File: src/design/dflc_pkg.sv
// Shared constants, types and helpers for the dilated FIR line convolver.
// No dependencies; the top level, sequencer, MAC and result stage import it.
package dflc_pkg;

  localparam int MAX_LEN     = 64;
  localparam int MAX_HALF    = 8;
  localparam int SAMPLE_BITS = 16;
  localparam int SB          = (SAMPLE_BITS < 16) ? SAMPLE_BITS : 16;

  localparam int VAL_W   = 16;
  localparam int TAP_W   = 16;
  localparam int FRAC    = 14;
  localparam int TIDX_W  = 5;
  localparam int HW_W    = 4;
  localparam int DIL_W   = 5;
  localparam int MODE_W  = 3;
  localparam int REG_W   = 2;
  localparam int CFG_W   = 8;
  localparam int OIDX_W  = 6;
  localparam int DIL_MAX = 16;

  localparam int KSLOTS  = 2 * MAX_HALF + 1;
  localparam int KADDR_W = $clog2(KSLOTS);
  localparam int LEN_W   = $clog2(MAX_LEN + 1);
  localparam int ADDR_W  = $clog2(MAX_LEN);
  localparam int K_W     = $clog2(MAX_LEN + MAX_HALF * DIL_MAX) + 2;

  localparam int PROD_W  = SB + TAP_W;
  localparam int ACC_W   = PROD_W + $clog2(KSLOTS);
  localparam int WS_W    = TAP_W + $clog2(KSLOTS);
  localparam int NUM_W   = ACC_W + 1;
  localparam int QB      = SB - 1;
  localparam int QCNT_W  = $clog2(QB);

  localparam logic OP_TAP    = 1'b0;
  localparam logic OP_SAMPLE = 1'b1;

  localparam logic [REG_W-1:0] REG_HALF_WIDTH  = REG_W'(0);
  localparam logic [REG_W-1:0] REG_DILATION    = REG_W'(1);
  localparam logic [REG_W-1:0] REG_BORDER_MODE = REG_W'(2);

  localparam logic [MODE_W-1:0] MODE_CLAMP      = MODE_W'(0);
  localparam logic [MODE_W-1:0] MODE_ZERO_LEFT  = MODE_W'(1);
  localparam logic [MODE_W-1:0] MODE_ZERO_RIGHT = MODE_W'(2);
  localparam logic [MODE_W-1:0] MODE_ZERO       = MODE_W'(3);
  localparam logic [MODE_W-1:0] MODE_PERIODIC   = MODE_W'(4);
  localparam logic [MODE_W-1:0] MODE_NORM       = MODE_W'(5);

  typedef struct packed {
    logic [HW_W-1:0]   hw;
    logic [DIL_W-1:0]  dil;
    logic [MODE_W-1:0] mode;
  } cfg_t;

  typedef struct packed {
    logic vld;
    logic take;
    logic fin;
  } tap_issue_t;

  typedef struct packed {
    logic                    vld;
    logic signed [ACC_W-1:0] acc;
    logic signed [WS_W-1:0]  ws;
  } mac_res_t;

  typedef struct packed {
    logic                    done;
    logic signed [VAL_W-1:0] value;
  } post_res_t;

  typedef struct packed {
    logic              busy;
    logic [ADDR_W-1:0] pos;
    logic              last_pos;
  } seq_stat_t;

  function automatic logic [HW_W-1:0] eff_w(input logic [HW_W-1:0] hw);
    eff_w = (int'(hw) > MAX_HALF) ? HW_W'(MAX_HALF) : hw;
  endfunction

  function automatic logic [DIL_W-1:0] eff_d(input logic [DIL_W-1:0] dil);
    eff_d = (dil == '0) ? DIL_W'(1) : dil;
  endfunction

  function automatic logic is_norm(input logic [MODE_W-1:0] mode);
    is_norm = (mode >= MODE_NORM);
  endfunction

endpackage

File: src/design/dilated_fir_line_convolver.sv
// Top level of the dilated FIR line convolver: command and config ports,
// sample and tap RAMs, sequencer, MAC and result stage. Depends on dflc_pkg.
//
//   channel  dir  handshake                words carried
//   command  in   start, busy              op, tap_index, value, last
//   config   in   cfg_valid, cfg_ready     cfg_index, cfg_data
//   result   out  strobe (one cycle each)  out_value, out_index, out_last
//
// A tap write or a sample push without last leaves busy low. The final push
// sets up the modulus, then each position makes one tap read per cycle from
// the sample RAM into the single MAC. Normalised mode adds the divider.
// rst is synchronous; tap and sample RAMs hold no reset value.
// Results cannot be stalled; one strobe per position, in order.
module dilated_fir_line_convolver (
  input  logic                          clk,
  input  logic                          rst,
  input  logic                          start,
  output logic                          busy,
  input  logic                          op,
  input  logic [dflc_pkg::TIDX_W-1:0]   tap_index,
  input  logic signed [dflc_pkg::VAL_W-1:0] value,
  input  logic                          last,
  output logic                          strobe,
  output logic signed [dflc_pkg::VAL_W-1:0] out_value,
  output logic [dflc_pkg::OIDX_W-1:0]   out_index,
  output logic                          out_last,
  input  logic                          cfg_valid,
  output logic                          cfg_ready,
  input  logic [dflc_pkg::REG_W-1:0]    cfg_index,
  input  logic [dflc_pkg::CFG_W-1:0]    cfg_data
);
  import dflc_pkg::*;

  cfg_t               cfg;
  logic [LEN_W-1:0]   count;
  logic               accept;
  logic               push;
  logic               s_we;
  logic               k_we;
  logic               launch;
  logic [LEN_W-1:0]   launch_len;

  tap_issue_t         issue;
  logic [ADDR_W-1:0]  sample_raddr;
  logic [KADDR_W-1:0] kernel_raddr;
  logic [SB-1:0]      sample_q;
  logic [TAP_W-1:0]   tap_q;
  seq_stat_t          stat;
  mac_res_t           mres;
  post_res_t          pres;

  assign busy      = stat.busy;
  assign cfg_ready = !stat.busy;
  assign accept    = start && !busy;
  assign push      = accept && (op == OP_SAMPLE);
  assign s_we      = push && (count < LEN_W'(MAX_LEN));
  assign k_we      = accept && (op == OP_TAP) && (int'(tap_index) < KSLOTS);
  assign launch    = push && last;
  assign launch_len = s_we ? count + LEN_W'(1) : count;

  always_ff @(posedge clk) begin
    if (rst) begin
      count <= '0;
    end else if (launch) begin
      count <= '0;
    end else if (s_we) begin
      count <= count + LEN_W'(1);
    end
  end

  always_ff @(posedge clk) begin
    if (rst) begin
      cfg.hw   <= HW_W'(1);
      cfg.dil  <= DIL_W'(1);
      cfg.mode <= MODE_CLAMP;
    end else if (cfg_valid && cfg_ready) begin
      case (cfg_index)
        REG_HALF_WIDTH:  cfg.hw   <= cfg_data[HW_W-1:0];
        REG_DILATION:    cfg.dil  <= cfg_data[DIL_W-1:0];
        REG_BORDER_MODE: cfg.mode <= cfg_data[MODE_W-1:0];
        default: begin
        end
      endcase
    end
  end

  dflc_ram #(
    .WIDTH (SB),
    .DEPTH (MAX_LEN)
  ) u_sample_ram (
    .clk   (clk),
    .we    (s_we),
    .waddr (count[ADDR_W-1:0]),
    .wdata (value[SB-1:0]),
    .raddr (sample_raddr),
    .rdata (sample_q)
  );

  dflc_ram #(
    .WIDTH (TAP_W),
    .DEPTH (KSLOTS)
  ) u_kernel_ram (
    .clk   (clk),
    .we    (k_we),
    .waddr (KADDR_W'(tap_index)),
    .wdata (value),
    .raddr (kernel_raddr),
    .rdata (tap_q)
  );

  dflc_seq u_seq (
    .clk          (clk),
    .rst          (rst),
    .cfg          (cfg),
    .launch       (launch),
    .launch_len   (launch_len),
    .post_done    (pres.done),
    .issue        (issue),
    .sample_raddr (sample_raddr),
    .kernel_raddr (kernel_raddr),
    .stat         (stat)
  );

  dflc_mac u_mac (
    .clk      (clk),
    .rst      (rst),
    .issue    (issue),
    .sample_q ($signed(sample_q)),
    .tap_q    ($signed(tap_q)),
    .res      (mres)
  );

  dflc_post u_post (
    .clk  (clk),
    .rst  (rst),
    .res  (mres),
    .norm (is_norm(cfg.mode)),
    .out  (pres)
  );

  always_ff @(posedge clk) begin
    if (rst) begin
      strobe <= 1'b0;
    end else begin
      strobe <= pres.done;
      if (pres.done) begin
        out_value <= pres.value;
        out_index <= OIDX_W'(stat.pos);
        out_last  <= stat.last_pos;
      end
    end
  end

endmodule

File: src/design/dflc_ram.sv
// Generic single-port-write, single-port-read RAM with registered read data.
// No dependencies.
module dflc_ram #(
  parameter int WIDTH = 16,
  parameter int DEPTH = 64
) (
  input  logic                     clk,
  input  logic                     we,
  input  logic [$clog2(DEPTH)-1:0] waddr,
  input  logic [WIDTH-1:0]         wdata,
  input  logic [$clog2(DEPTH)-1:0] raddr,
  output logic [WIDTH-1:0]         rdata
);

  logic [WIDTH-1:0] mem [DEPTH];

  always_ff @(posedge clk) begin
    if (we) begin
      mem[waddr] <= wdata;
    end
    rdata <= mem[raddr];
  end

endmodule

File: src/design/dflc_seq.sv
// Line sequencer: modulus setup, tap address generation with border handling,
// per-position stepping. Depends on dflc_pkg.
module dflc_seq (
  input  logic                        clk,
  input  logic                        rst,
  input  dflc_pkg::cfg_t              cfg,
  input  logic                        launch,
  input  logic [dflc_pkg::LEN_W-1:0]  launch_len,
  input  logic                        post_done,
  output dflc_pkg::tap_issue_t        issue,
  output logic [dflc_pkg::ADDR_W-1:0] sample_raddr,
  output logic [dflc_pkg::KADDR_W-1:0] kernel_raddr,
  output dflc_pkg::seq_stat_t         stat
);
  import dflc_pkg::*;

  typedef enum logic [2:0] {S_IDLE, S_DMOD, S_WMOD, S_TAPS, S_WAIT} state_t;

  state_t                   state;
  logic [LEN_W-1:0]         n_len;
  logic [DIL_W-1:0]         dm;
  logic [ADDR_W-1:0]        rem_r;
  logic [HW_W-1:0]          cnt;
  logic [ADDR_W-1:0]        pos;
  logic [KADDR_W-1:0]       t;
  logic signed [K_W-1:0]    kstart;
  logic signed [K_W-1:0]    k;
  logic [ADDR_W-1:0]        pstart;
  logic [ADDR_W-1:0]        p;

  logic [HW_W-1:0]          w_eff;
  logic [DIL_W-1:0]         d_eff;
  logic [HW_W+DIL_W-1:0]    wd;
  logic signed [K_W-1:0]    kinit;
  logic signed [K_W-1:0]    d_k;
  logic signed [K_W-1:0]    n_k;
  logic                     k_lo;
  logic                     k_hi;
  logic                     clamp_l;
  logic                     clamp_r;
  logic                     periodic;
  logic                     fin;
  logic                     last_pos;
  logic [ADDR_W-1:0]        p_next;
  logic [ADDR_W-1:0]        pstart_next;
  logic [ADDR_W-1:0]        rem_next;
  logic [ADDR_W-1:0]        pinit;

  function automatic logic [ADDR_W-1:0] wrap_add(input logic [ADDR_W-1:0] a,
                                                 input logic [LEN_W-1:0]  b,
                                                 input logic [LEN_W-1:0]  n);
    logic [LEN_W:0] s;
    s = (LEN_W+1)'(a) + (LEN_W+1)'(b);
    if (s >= (LEN_W+1)'(n)) begin
      s = s - (LEN_W+1)'(n);
    end
    wrap_add = s[ADDR_W-1:0];
  endfunction

  assign w_eff  = eff_w(cfg.hw);
  assign d_eff  = eff_d(cfg.dil);
  assign wd     = (HW_W+DIL_W)'(w_eff) * (HW_W+DIL_W)'(d_eff);
  assign kinit  = K_W'(0) - K_W'(wd);
  assign d_k    = K_W'(d_eff);
  assign n_k    = K_W'(n_len);
  assign k_lo   = k[K_W-1];
  assign k_hi   = !k_lo && (k >= n_k);

  assign clamp_l  = (cfg.mode == MODE_CLAMP) || (cfg.mode == MODE_ZERO_RIGHT);
  assign clamp_r  = (cfg.mode == MODE_CLAMP) || (cfg.mode == MODE_ZERO_LEFT);
  assign periodic = (cfg.mode == MODE_PERIODIC);

  assign fin      = (t == KADDR_W'({w_eff, 1'b0}));
  assign last_pos = ((LEN_W)'(pos) == n_len - LEN_W'(1));

  assign p_next      = wrap_add(p, LEN_W'(dm), n_len);
  assign pstart_next = wrap_add(pstart, LEN_W'(1), n_len);
  assign rem_next    = wrap_add(rem_r, LEN_W'(dm), n_len);
  assign pinit       = (rem_r == '0) ? '0 : ADDR_W'(n_len - LEN_W'(rem_r));

  always_comb begin
    issue.vld    = (state == S_TAPS);
    issue.fin    = fin;
    issue.take   = 1'b1;
    sample_raddr = k[ADDR_W-1:0];
    if (k_lo || k_hi) begin
      if (periodic) begin
        sample_raddr = p;
      end else if (k_lo) begin
        sample_raddr = '0;
        issue.take   = clamp_l;
      end else begin
        sample_raddr = ADDR_W'(n_len - LEN_W'(1));
        issue.take   = clamp_r;
      end
    end
  end

  assign kernel_raddr  = t;
  assign stat.busy     = (state != S_IDLE);
  assign stat.pos      = pos;
  assign stat.last_pos = last_pos;

  always_ff @(posedge clk) begin
    if (rst) begin
      state <= S_IDLE;
    end else begin
      case (state)
        S_IDLE: begin
          if (launch) begin
            n_len  <= launch_len;
            dm     <= d_eff;
            rem_r  <= '0;
            cnt    <= w_eff;
            pos    <= '0;
            kstart <= kinit;
            state  <= S_DMOD;
          end
        end
        S_DMOD: begin
          if (LEN_W'(dm) >= n_len) begin
            dm <= dm - DIL_W'(n_len);
          end else begin
            state <= S_WMOD;
          end
        end
        S_WMOD: begin
          if (cnt == '0) begin
            pstart <= pinit;
            p      <= pinit;
            k      <= kstart;
            t      <= '0;
            state  <= S_TAPS;
          end else begin
            rem_r <= rem_next;
            cnt   <= cnt - HW_W'(1);
          end
        end
        S_TAPS: begin
          k <= k + d_k;
          p <= p_next;
          t <= t + KADDR_W'(1);
          if (fin) begin
            state <= S_WAIT;
          end
        end
        S_WAIT: begin
          if (post_done) begin
            if (last_pos) begin
              state <= S_IDLE;
            end else begin
              pos    <= pos + ADDR_W'(1);
              kstart <= kstart + K_W'(1);
              k      <= kstart + K_W'(1);
              pstart <= pstart_next;
              p      <= pstart_next;
              t      <= '0;
              state  <= S_TAPS;
            end
          end
        end
        default: begin
          state <= S_IDLE;
        end
      endcase
    end
  end

endmodule

File: src/design/dflc_mac.sv
// Shared multiply-accumulate: registered product, then tap-weight and
// product sums per line position. Depends on dflc_pkg.
module dflc_mac (
  input  logic                          clk,
  input  logic                          rst,
  input  dflc_pkg::tap_issue_t          issue,
  input  logic signed [dflc_pkg::SB-1:0]    sample_q,
  input  logic signed [dflc_pkg::TAP_W-1:0] tap_q,
  output dflc_pkg::mac_res_t            res
);
  import dflc_pkg::*;

  tap_issue_t               iss1;
  tap_issue_t               iss2;
  logic signed [PROD_W-1:0] prod;
  logic signed [TAP_W-1:0]  tw;
  logic signed [ACC_W-1:0]  acc;
  logic signed [WS_W-1:0]   ws;
  logic signed [ACC_W-1:0]  acc_next;
  logic signed [WS_W-1:0]   ws_next;

  assign acc_next = acc + ACC_W'(prod);
  assign ws_next  = ws + WS_W'(tw);

  always_ff @(posedge clk) begin
    if (rst) begin
      iss1    <= '0;
      iss2    <= '0;
      acc     <= '0;
      ws      <= '0;
      res.vld <= 1'b0;
    end else begin
      iss1 <= issue;
      iss2 <= iss1;
      if (iss1.vld && iss1.take) begin
        prod <= sample_q * tap_q;
        tw   <= tap_q;
      end else begin
        prod <= '0;
        tw   <= '0;
      end
      res.vld <= iss2.vld && iss2.fin;
      if (iss2.vld) begin
        if (iss2.fin) begin
          res.acc <= acc_next;
          res.ws  <= ws_next;
          acc     <= '0;
          ws      <= '0;
        end else begin
          acc <= acc_next;
          ws  <= ws_next;
        end
      end
    end
  end

endmodule

File: src/design/dflc_post.sv
// Result stage: round and saturate, or normalise by the used tap weight
// through a restoring divider. Depends on dflc_pkg.
module dflc_post (
  input  logic                clk,
  input  logic                rst,
  input  dflc_pkg::mac_res_t  res,
  input  logic                norm,
  output dflc_pkg::post_res_t out
);
  import dflc_pkg::*;

  localparam int Y_W = ACC_W + 1 - FRAC;
  localparam int RND = 1 << (FRAC - 1);
  localparam logic signed [VAL_W-1:0] S_MAX = VAL_W'((1 << (SB - 1)) - 1);
  localparam logic signed [VAL_W-1:0] S_MIN = -S_MAX - VAL_W'(1);

  typedef enum logic [1:0] {P_IDLE, P_CHECK, P_DIV} state_t;

  state_t              state;
  logic [NUM_W-1:0]    rem;
  logic [NUM_W-1:0]    den;
  logic [QB-1:0]       q;
  logic [QCNT_W-1:0]   cnt;
  logic                neg;

  logic [ACC_W-1:0]      acc_mag;
  logic [WS_W-1:0]       ws_mag;
  logic signed [ACC_W:0] rnd;
  logic signed [Y_W-1:0] y;
  logic                  ge;
  logic [QB-1:0]         q_next;

  assign acc_mag = res.acc[ACC_W-1] ? ACC_W'(-res.acc) : ACC_W'(res.acc);
  assign ws_mag  = res.ws[WS_W-1] ? WS_W'(-res.ws) : WS_W'(res.ws);
  assign rnd     = (ACC_W+1)'(res.acc) + (ACC_W+1)'(RND);
  assign y       = rnd[ACC_W:FRAC];
  assign ge      = (rem >= den);
  assign q_next  = {q[QB-2:0], ge};

  always_ff @(posedge clk) begin
    if (rst) begin
      state    <= P_IDLE;
      out.done <= 1'b0;
    end else begin
      out.done <= 1'b0;
      case (state)
        P_IDLE: begin
          if (res.vld) begin
            if (!norm) begin
              if (y > Y_W'(S_MAX)) begin
                out.value <= S_MAX;
              end else if (y < Y_W'(S_MIN)) begin
                out.value <= S_MIN;
              end else begin
                out.value <= VAL_W'(y);
              end
              out.done <= 1'b1;
            end else if (res.ws == '0) begin
              out.value <= '0;
              out.done  <= 1'b1;
            end else begin
              neg   <= res.acc[ACC_W-1] ^ res.ws[WS_W-1];
              rem   <= {acc_mag, 1'b0} + NUM_W'(ws_mag);
              den   <= NUM_W'(ws_mag) << (QB + 1);
              state <= P_CHECK;
            end
          end
        end
        P_CHECK: begin
          if (ge) begin
            out.value <= neg ? S_MIN : S_MAX;
            out.done  <= 1'b1;
            state     <= P_IDLE;
          end else begin
            den   <= den >> 1;
            q     <= '0;
            cnt   <= QCNT_W'(QB - 1);
            state <= P_DIV;
          end
        end
        P_DIV: begin
          if (ge) begin
            rem <= rem - den;
          end
          q   <= q_next;
          den <= den >> 1;
          cnt <= cnt - QCNT_W'(1);
          if (cnt == '0) begin
            out.value <= neg ? -VAL_W'(q_next) : VAL_W'(q_next);
            out.done  <= 1'b1;
            state     <= P_IDLE;
          end
        end
        default: begin
          state <= P_IDLE;
        end
      endcase
    end
  end

endmodule

File: config.mk
export PLATFORM = sky130hd
export DESIGN_NAME = dilated_fir_line_convolver
export DESIGN_NICKNAME = d
export VERILOG_FILES = /design/src/design/dflc_pkg.sv /design/src/design/dilated_fir_line_convolver.sv /design/src/design/dflc_ram.sv /design/src/design/dflc_seq.sv /design/src/design/dflc_mac.sv /design/src/design/dflc_post.sv
export SDC_FILE = /design/constraint.sdc
export NUM_CORES = 2
export LEC_CHECK = 0
export ABC_AREA = 1
export BUFFER_PORTS_ARGS = -buffer_cell sky130_fd_sc_hd__buf_4
export CAP_MARGIN = 0
export CORE_MARGIN = 2
export CORE_UTILIZATION = 66
export CTS_BUF_LIST = sky130_fd_sc_hd__clkbuf_2
export DETAILED_ROUTE_END_ITERATION = 8
export GPL_TIMING_DRIVEN = 0
export PLACE_DENSITY_LB_ADDON = 0.05
export SYNTH_ARGS = -nofsm -noshare
export SYNTH_HDL_FRONTEND = slang
export SYNTH_SLANG_ARGS = --single-unit
export TNS_END_PERCENT = 1
File: constraint.sdc
create_clock -name clk -period 6.6 [get_ports clk]
set_input_delay 0.33 -clock clk [delete_from_list [all_inputs] [get_ports clk]]
set_output_delay 0.33 -clock clk [all_outputs]
set_load 0.01 [all_outputs]
After elaboration in Yosys (flattened, before gate mapping)
Memory sizes are Yosys's and may differ from the RTL's. A register that Yosys moved wholly into a read port is not among the register bits. Index checks and enable logic that the tools add are counted.

Register bits: 395. RAM bits: 1296. Input port bits: 37. Word-level logic and storage cells: 250. Output and inout port bits: 26. Memories: 2.

Memory list: u_sample_ram.mem (depth 64, bits a word 16, rd ports 1, clocked after Yosys merged registers in 1, write ports 1, RTL line dflc_ram.sv:15) `logic [WIDTH-1:0] mem [DEPTH];`; u_kernel_ram.mem (depth 17, bits a word 16, rd ports 1, clocked after Yosys merged registers in 1, write ports 1, RTL line dflc_ram.sv:15).

Reductions and logical operators: 52. Order comparisons: 12. Equal/unequal tests: 29. Bitwise logic cells: 4. Multiplexer cells: 85. Add/sub/neg operators: 25. Multipliers: 2.

Operators with widths (number): $mux W38 (8); $pmux W38 S3 (1); $mux W17 (5); $mux W6 (14); $pmux W38 S2 (1); $mux W37 (2); $mux W16 (4); $pmux W17 S3 (1); $mux W21 (2); $mux W10 (4); $add A37 B15 Y38 const B (1); $add A38 B21 Y38 (1); $ge A38 B38 Y1 (1); $sub A38 B38 Y38 (1); $add A37 B32 Y37 (1); $neg A37 Y37 (1); $pmux W6 S2 (3); $mul A16 B16 Y32 (1); $mux W5 (6); $pmux W10 S3 (1); $pmux W14 S2 (1); $reduce_and A5 Y1 (5); $gt A24 B16 Y1 const B (1); $lt A24 B16 Y1 const B (1); 64 further kinds (142).

Depth between registers and ports, before layout
Depth in word-level cells: 7. Mapped depth: 30.

Hierarchy
From an unflattened synthesis, not the netlist that was laid out.

Cell total of the unflattened synthesis: 9977. Area total of the unflattened synthesis: 93800.0 um2.

By module, submodules not included: dflc_ram (u_sample_ram) (sequential area each 31069.8 um2, area an instance 42127.9 um2, cells an instance 3532, instances 1); dflc_mac (sequential area each 4464.3 um2, area an instance 20362.0 um2, cells an instance 2675, instances 1); dflc_post (sequential area each 3363.2 um2, area an instance 11526.1 um2, cells an instance 1787, instances 1); dflc_ram (u_kernel_ram) (sequential area each 8488.1 um2, area an instance 11451.0 um2, cells an instance 954, instances 1); dflc_seq (sequential area each 2011.9 um2, area an instance 6671.4 um2, cells an instance 865, instances 1); dilated_fir_line_convolver (sequential area each 1091.0 um2, area an instance 1661.6 um2, cells an instance 164, instances 1).

Least setup slack after synthesis
Ideal clock, no wire load.

Path kind: register to register. From: register u_post.den[3]. To: register u_post.den[0], enable pin. Stages on the path, launching flop included: 14. Library setup time: 0.524 ns. Data arrival time: 5.330 ns. Buffers on the path: 0. Setup slack: 0.746 ns. Required time: 6.076 ns. Path through: edfxtp_1 inv_1 ha_1 a21oi_1 o21ai_1 a21oi_1 o21ai_1 nand3_1 nand2_1 nand2_1 nand2_1 nand2_1 inv_2 nor4_1.

Longest elaborated chain between the ends: 3.

Ends and longest elaborated chain: from (decl) (RTL line dflc_post.sv:21) `logic [NUM_W-1:0] den;`; from (signal assigned) (RTL line dflc_post.sv:64) `den <= NUM_W'(ws_mag) << (QB + 1);`; from (signal assigned) (RTL line dflc_post.sv:75) `den <= den >> 1;`; from (signal assigned) (RTL line dflc_post.sv:86) `den <= den >> 1;`; $ge A38 B38 Y1 (RTL line dflc_post.sv:37) `assign ge = (rem >= den);`; $ne A2 B2 Y1 (no source line); $reduce_and A6 Y1 (no source line).

Every way passes these cells. A chain may end at the register's enable or synchronous reset.

Final worst setup path
From: register u_kernel_ram.rdata[6], read port of u_kernel_ram.mem. To: register u_mac.prod[29] (data pin).

Longest elaborated chain between the ends: 1.

Ends and longest elaborated chain: from (decl) (RTL line dflc_ram.sv:12) `output logic [WIDTH-1:0] rdata`; $mul A16 B16 Y32 (RTL line dflc_mac.sv:36) `prod <= sample_q * tap_q;`; to (signal assigned) (RTL line dflc_mac.sv:36); to (decl) (RTL line dflc_mac.sv:15) `logic signed [PROD_W-1:0] prod;`.

Every way passes these cells.

==> key figures <==
Route
  – DRT Wirelength: 292,500 µm
  – Via count: 76,020
  – Drt first pass iters: 6
  – Detailed Route Iter0 Violations: 10,450
  – Detail Route Antenna Nets: 0
  – Wirelength per Cell: 22.90 µm
  – DR vias/cell: 5.951
  – DRC viols: 0

Clock tree
  – Clock root buffer: clkbuf_2
  – Total CTS buffers: 431
  – Worst-Skew Late Latency: 1.87 ns
  – TritonCTS clock tree: built
  – Clock-pin slew on the worst setup and hold paths: 0.12 ns
  – H-tree Lvls: 5
  – Clock Path Buffers: 4
  – # clock sinks: 1,722

Final layout
  – Share of cells above drive strength 1: 0.1046
  – Final #Nets: 11,170
  – Area growth, synth to finish: 10.03%
  – Fill count: 10,360
  – Finished Core Util: 0.7295

Critical path
  – CP cell instances: buf_2 > nand2_1 > fa_1 > inv_1 > fa_1 > fa_1 > fa_1 > fa_1 > inv_1 > fa_1 > inv_1 > ha_1 > a21oi_1 > o21ai_0 > a21oi_1 > nand3_2 > nand2_1 > o211ai_1 > a21oi_1 > o21ai_0 > a21oi_1
  – WS Path Type: reg2reg
  – Cell family with most CP delay: adder cells
  – Worst reg2reg endpoint: u_mac.prod[29]$_SDFFCE_PN0N_
  – Crit path top cell by count: fa_1
  – Reg2reg path depth: 21
  – Max stage delay on crit path: 0.54 ns
  – CP endpoint kind: flop
  – Setup crit start: u_kernel_ram.rdata[6]$_DFF_P_
  – FF-to-FF Start: u_kernel_ram.rdata[6]$_DFF_P_
  – R2R setup slack: 0.22 ns
  – CP Launch Type: flop
  – Critical path data arrival time: 7.78 ns
  – Slowest cell on the critical path: fa_1
  – WP buf/inv: 4
  – Crit-path max FO: 10
  – Worst EP required: 8.00 ns

Yosys
  – Ys async rst share: 0
  – Cell with the most instances after synthesis: nand2_1
  – Synth Area in Adders: 0.09834
  – XOR/XNOR Fraction of Synth Area: 0.01779
  – Post-synthesis mux area share: 0
  – Synth area leaders: edfxtp_1, nand2_1, inv_1
  – Post-synth net total: 10,520
  – Simple-gate share of the synthesized area: 0.1909
  – Syn Inst Count: 9,914
  – Main combinational cell family by area after synthesis: simple AND/OR/NAND/NOR gates
  – Synth top area share: 0.5138
  – Avg Cell Area, Syn: 9.433 µm²
  – Synth area leader: edfxtp_1
  – Sequential share of the synthesized area: 0.5399
  – Post-Syn Area: 93,520 µm²
  – Distinct cells, synth: 52
  – Most used DFF post-synth: edfxtp_1
  – Synth cell count leaders: nand2_1, inv_1, edfxtp_1
  – Yosys reg bits: 1,722
  – EDFF count, synth: 1,600
  – Post-synthesis compound-gate area fraction: 0.06216
  – Synth Warn #: 0

STA
  – Final Hold Viols: 0
  – Tmin final: 6.378 ns
  – Setup violations, final: 0
  – Setup_tns: 0 ns
  – Slew headroom: -0.01963
  – Clk_skew: 0.3110 ns
  – Worst Max-Slew Pin Slew: 1.529 ns
  – Period utilization: 0.9663
  – Slew Limit Fails: 11
  – Fmax: 156.8 MHz

Power
  – VDD IR max: 1241 µV
  – Pleak: 45.30 nW
  – Pwr/cell area: 325.4 nW/µm²

Outcome
  – Outcome: complete, but fails checks
  – Failing checks: capacitance limit, slew limit

Placed design
  – GP Congestion: 1.047
  – IO Port Bufs: 58
  – DP Wirelength: 205,400 µm

GRT
  – Vias in the first global route: 72,430
  – Global-route wire length before repair: 431,600 µm
  – Largest net degree at the start of global routing: 82
  – Total global-route track usage: 0.3991
  – Antenna violations before repair: 10
  – Grt ovf: 0

Hold path
  – Worst Hold Launch: value[3]
  – Worst Hold Path EP: u_kernel_ram.mem[14][3]$_DFFE_PP_
  – Hold Crit Class: in2reg
  – Min-Delay Path Depth: 4

Floorplan
  – Die area: 144,700 µm²
  – Die H: 380.4 µm
  – Horiz. Die Dim: 380.4 µm
  – # rows: 138
  – IO Pins: 63
  – Initial Util: 0.6629
  – Core ar.: 141,100 µm²

Job
  – Max cap viols: 1
## how the worst max path moves through the flow
stage / end / slack [ns] / depth (start not counted)
after detailed placement: u_mac.prod[31]$_SDFFCE_PN0N_ / -0.72 / 24
after global placement: u_post.den[31]$_DFFE_PP_ / -1.69 / 13
after floorplan: u_post.den[0]$_SDFFCE_PP0P_ / 0.75 / 13
after global routing: u_mac.prod[29]$_SDFFCE_PN0N_ / -0.04 / 21
after CTS: u_mac.prod[31]$_SDFFCE_PN0N_ / -0.04 / 23
final: u_mac.prod[29]$_SDFFCE_PN0N_ / 0.22 / 21
## cell families after synthesis
kind of cell / after synthesis
simple gates: 4173
buf+inv: 2209
flops: 1722
compound gates: 1053
fa+ha+maj: 567
xor+xnor: 190
## worst register-to-register path: stages (launching register included)
cell and delay (ns):
dfxtp_4 0.48, buf_2 0.36, nand2_1 0.13, fa_1 0.54
inv_1 0.05, fa_1 0.54, fa_1 0.46, fa_1 0.52
fa_1 0.50, inv_1 0.05, fa_1 0.49, inv_1 0.05
ha_1 0.35, a21oi_1 0.23, o21ai_0 0.15, a21oi_1 0.24
nand3_2 0.22, nand2_1 0.11, o211ai_1 0.13, a21oi_1 0.21
o21ai_0 0.10, a21oi_1 0.17
## what timing repair did
| action | in CTS | in global routing |
|---|---|---|
| hold endpoints to repair | 1802 | 0 |
| gates resized for setup | 56 | 85 |
| pin swaps | 0 | 2 |
| buffers inserted | 0 | 2 |
| cloned | 0 | 0 |
| hold buffers | 121 | 0 |
| endpoints found under the setup margin | 15 | 10 |
## per-stage QoR
stage / hold WS [ns] / power [mW] / cell area [µm²] / setup WS, ns / cells
6_report: 0.1376 / 33.49 / 102900 / 0.2223 / 12770
2_1_floorplan: 0.3883 / 21.76 / 93520 / 0.7461 / 9914
4_1_cts: 0.002457 / 32.39 / 102600 / -0.03664 / 12760
3_3_place_gp: 0.3933 / 24.97 / 96320 / -1.691 / 11860
5_1_grt: 0.08290 / 35.63 / 102900 / -0.03714 / 12770
3_5_place_dp: 0.3982 / 25.34 / 97430 / -0.7175 / 11930
## state kept, by name (all words and copies together), names as in the netlist, 17 cells and up
name,flops
u_post.out,17
u_post.rem,38
u_mac.acc,37
u_mac.res,59
u_kernel_ram.mem,272
u_mac.prod,32
u_mac.ws,21
u_post.den,37
u_sample_ram.mem,1024
## power by group
group / internal, mW / switching, mW / leakage (nW)
clock: 2.77 / 4.35 / 2.93
combinational: 4.73 / 9.58 / 26.9
sequential: 11.9 / 0.109 / 15.5
total: 19.5 / 14.0 / 45.3
## layout by cell type, fill, tap and decap left out, types with 61 or more instances in the layout
cell type / n
nor2_2: 70
a21oi_1: 371
nand4_1: 61
fa_1: 279
dlygate4sd3_1: 105
edfxtp_1: 1600
buf_4: 93
nand3_1: 1166
nand2_1: 2070
xor2_1: 133
nand3b_1: 88
clkbuf_2: 652
nor2_1: 592
clkinv_1: 66
buf_2: 117
o21ai_0: 435
inv_1: 1790
ha_1: 287
dfxtp_1: 92
clkbuf_1: 185
## layout make-up
type,count,area (µm²),area share
clock inverters,89,495.5,0.004815
repair buffers,248,2841,0.02761
multi-input cells,5983,34860,0.3387
inverters,1800,6760,0.06569
diodes,12,30.03,0.0002918
flip-flops and latches,1722,50570,0.4914
plain buffers,384,1753,0.01703
well taps,1890,2365,0.02298
clock buffers,646,3233,0.03142
## layer usage
metal,vias up,track usage,share of wire
met5,-,0,0.00063
met4,13,0.1997,0.054
met3,906,0.1063,0.14
met2,5397,0.6049,0.44
met1,35550,0.5355,0.37
li1,34150,-,-
(Power assumes the default switching activity.)
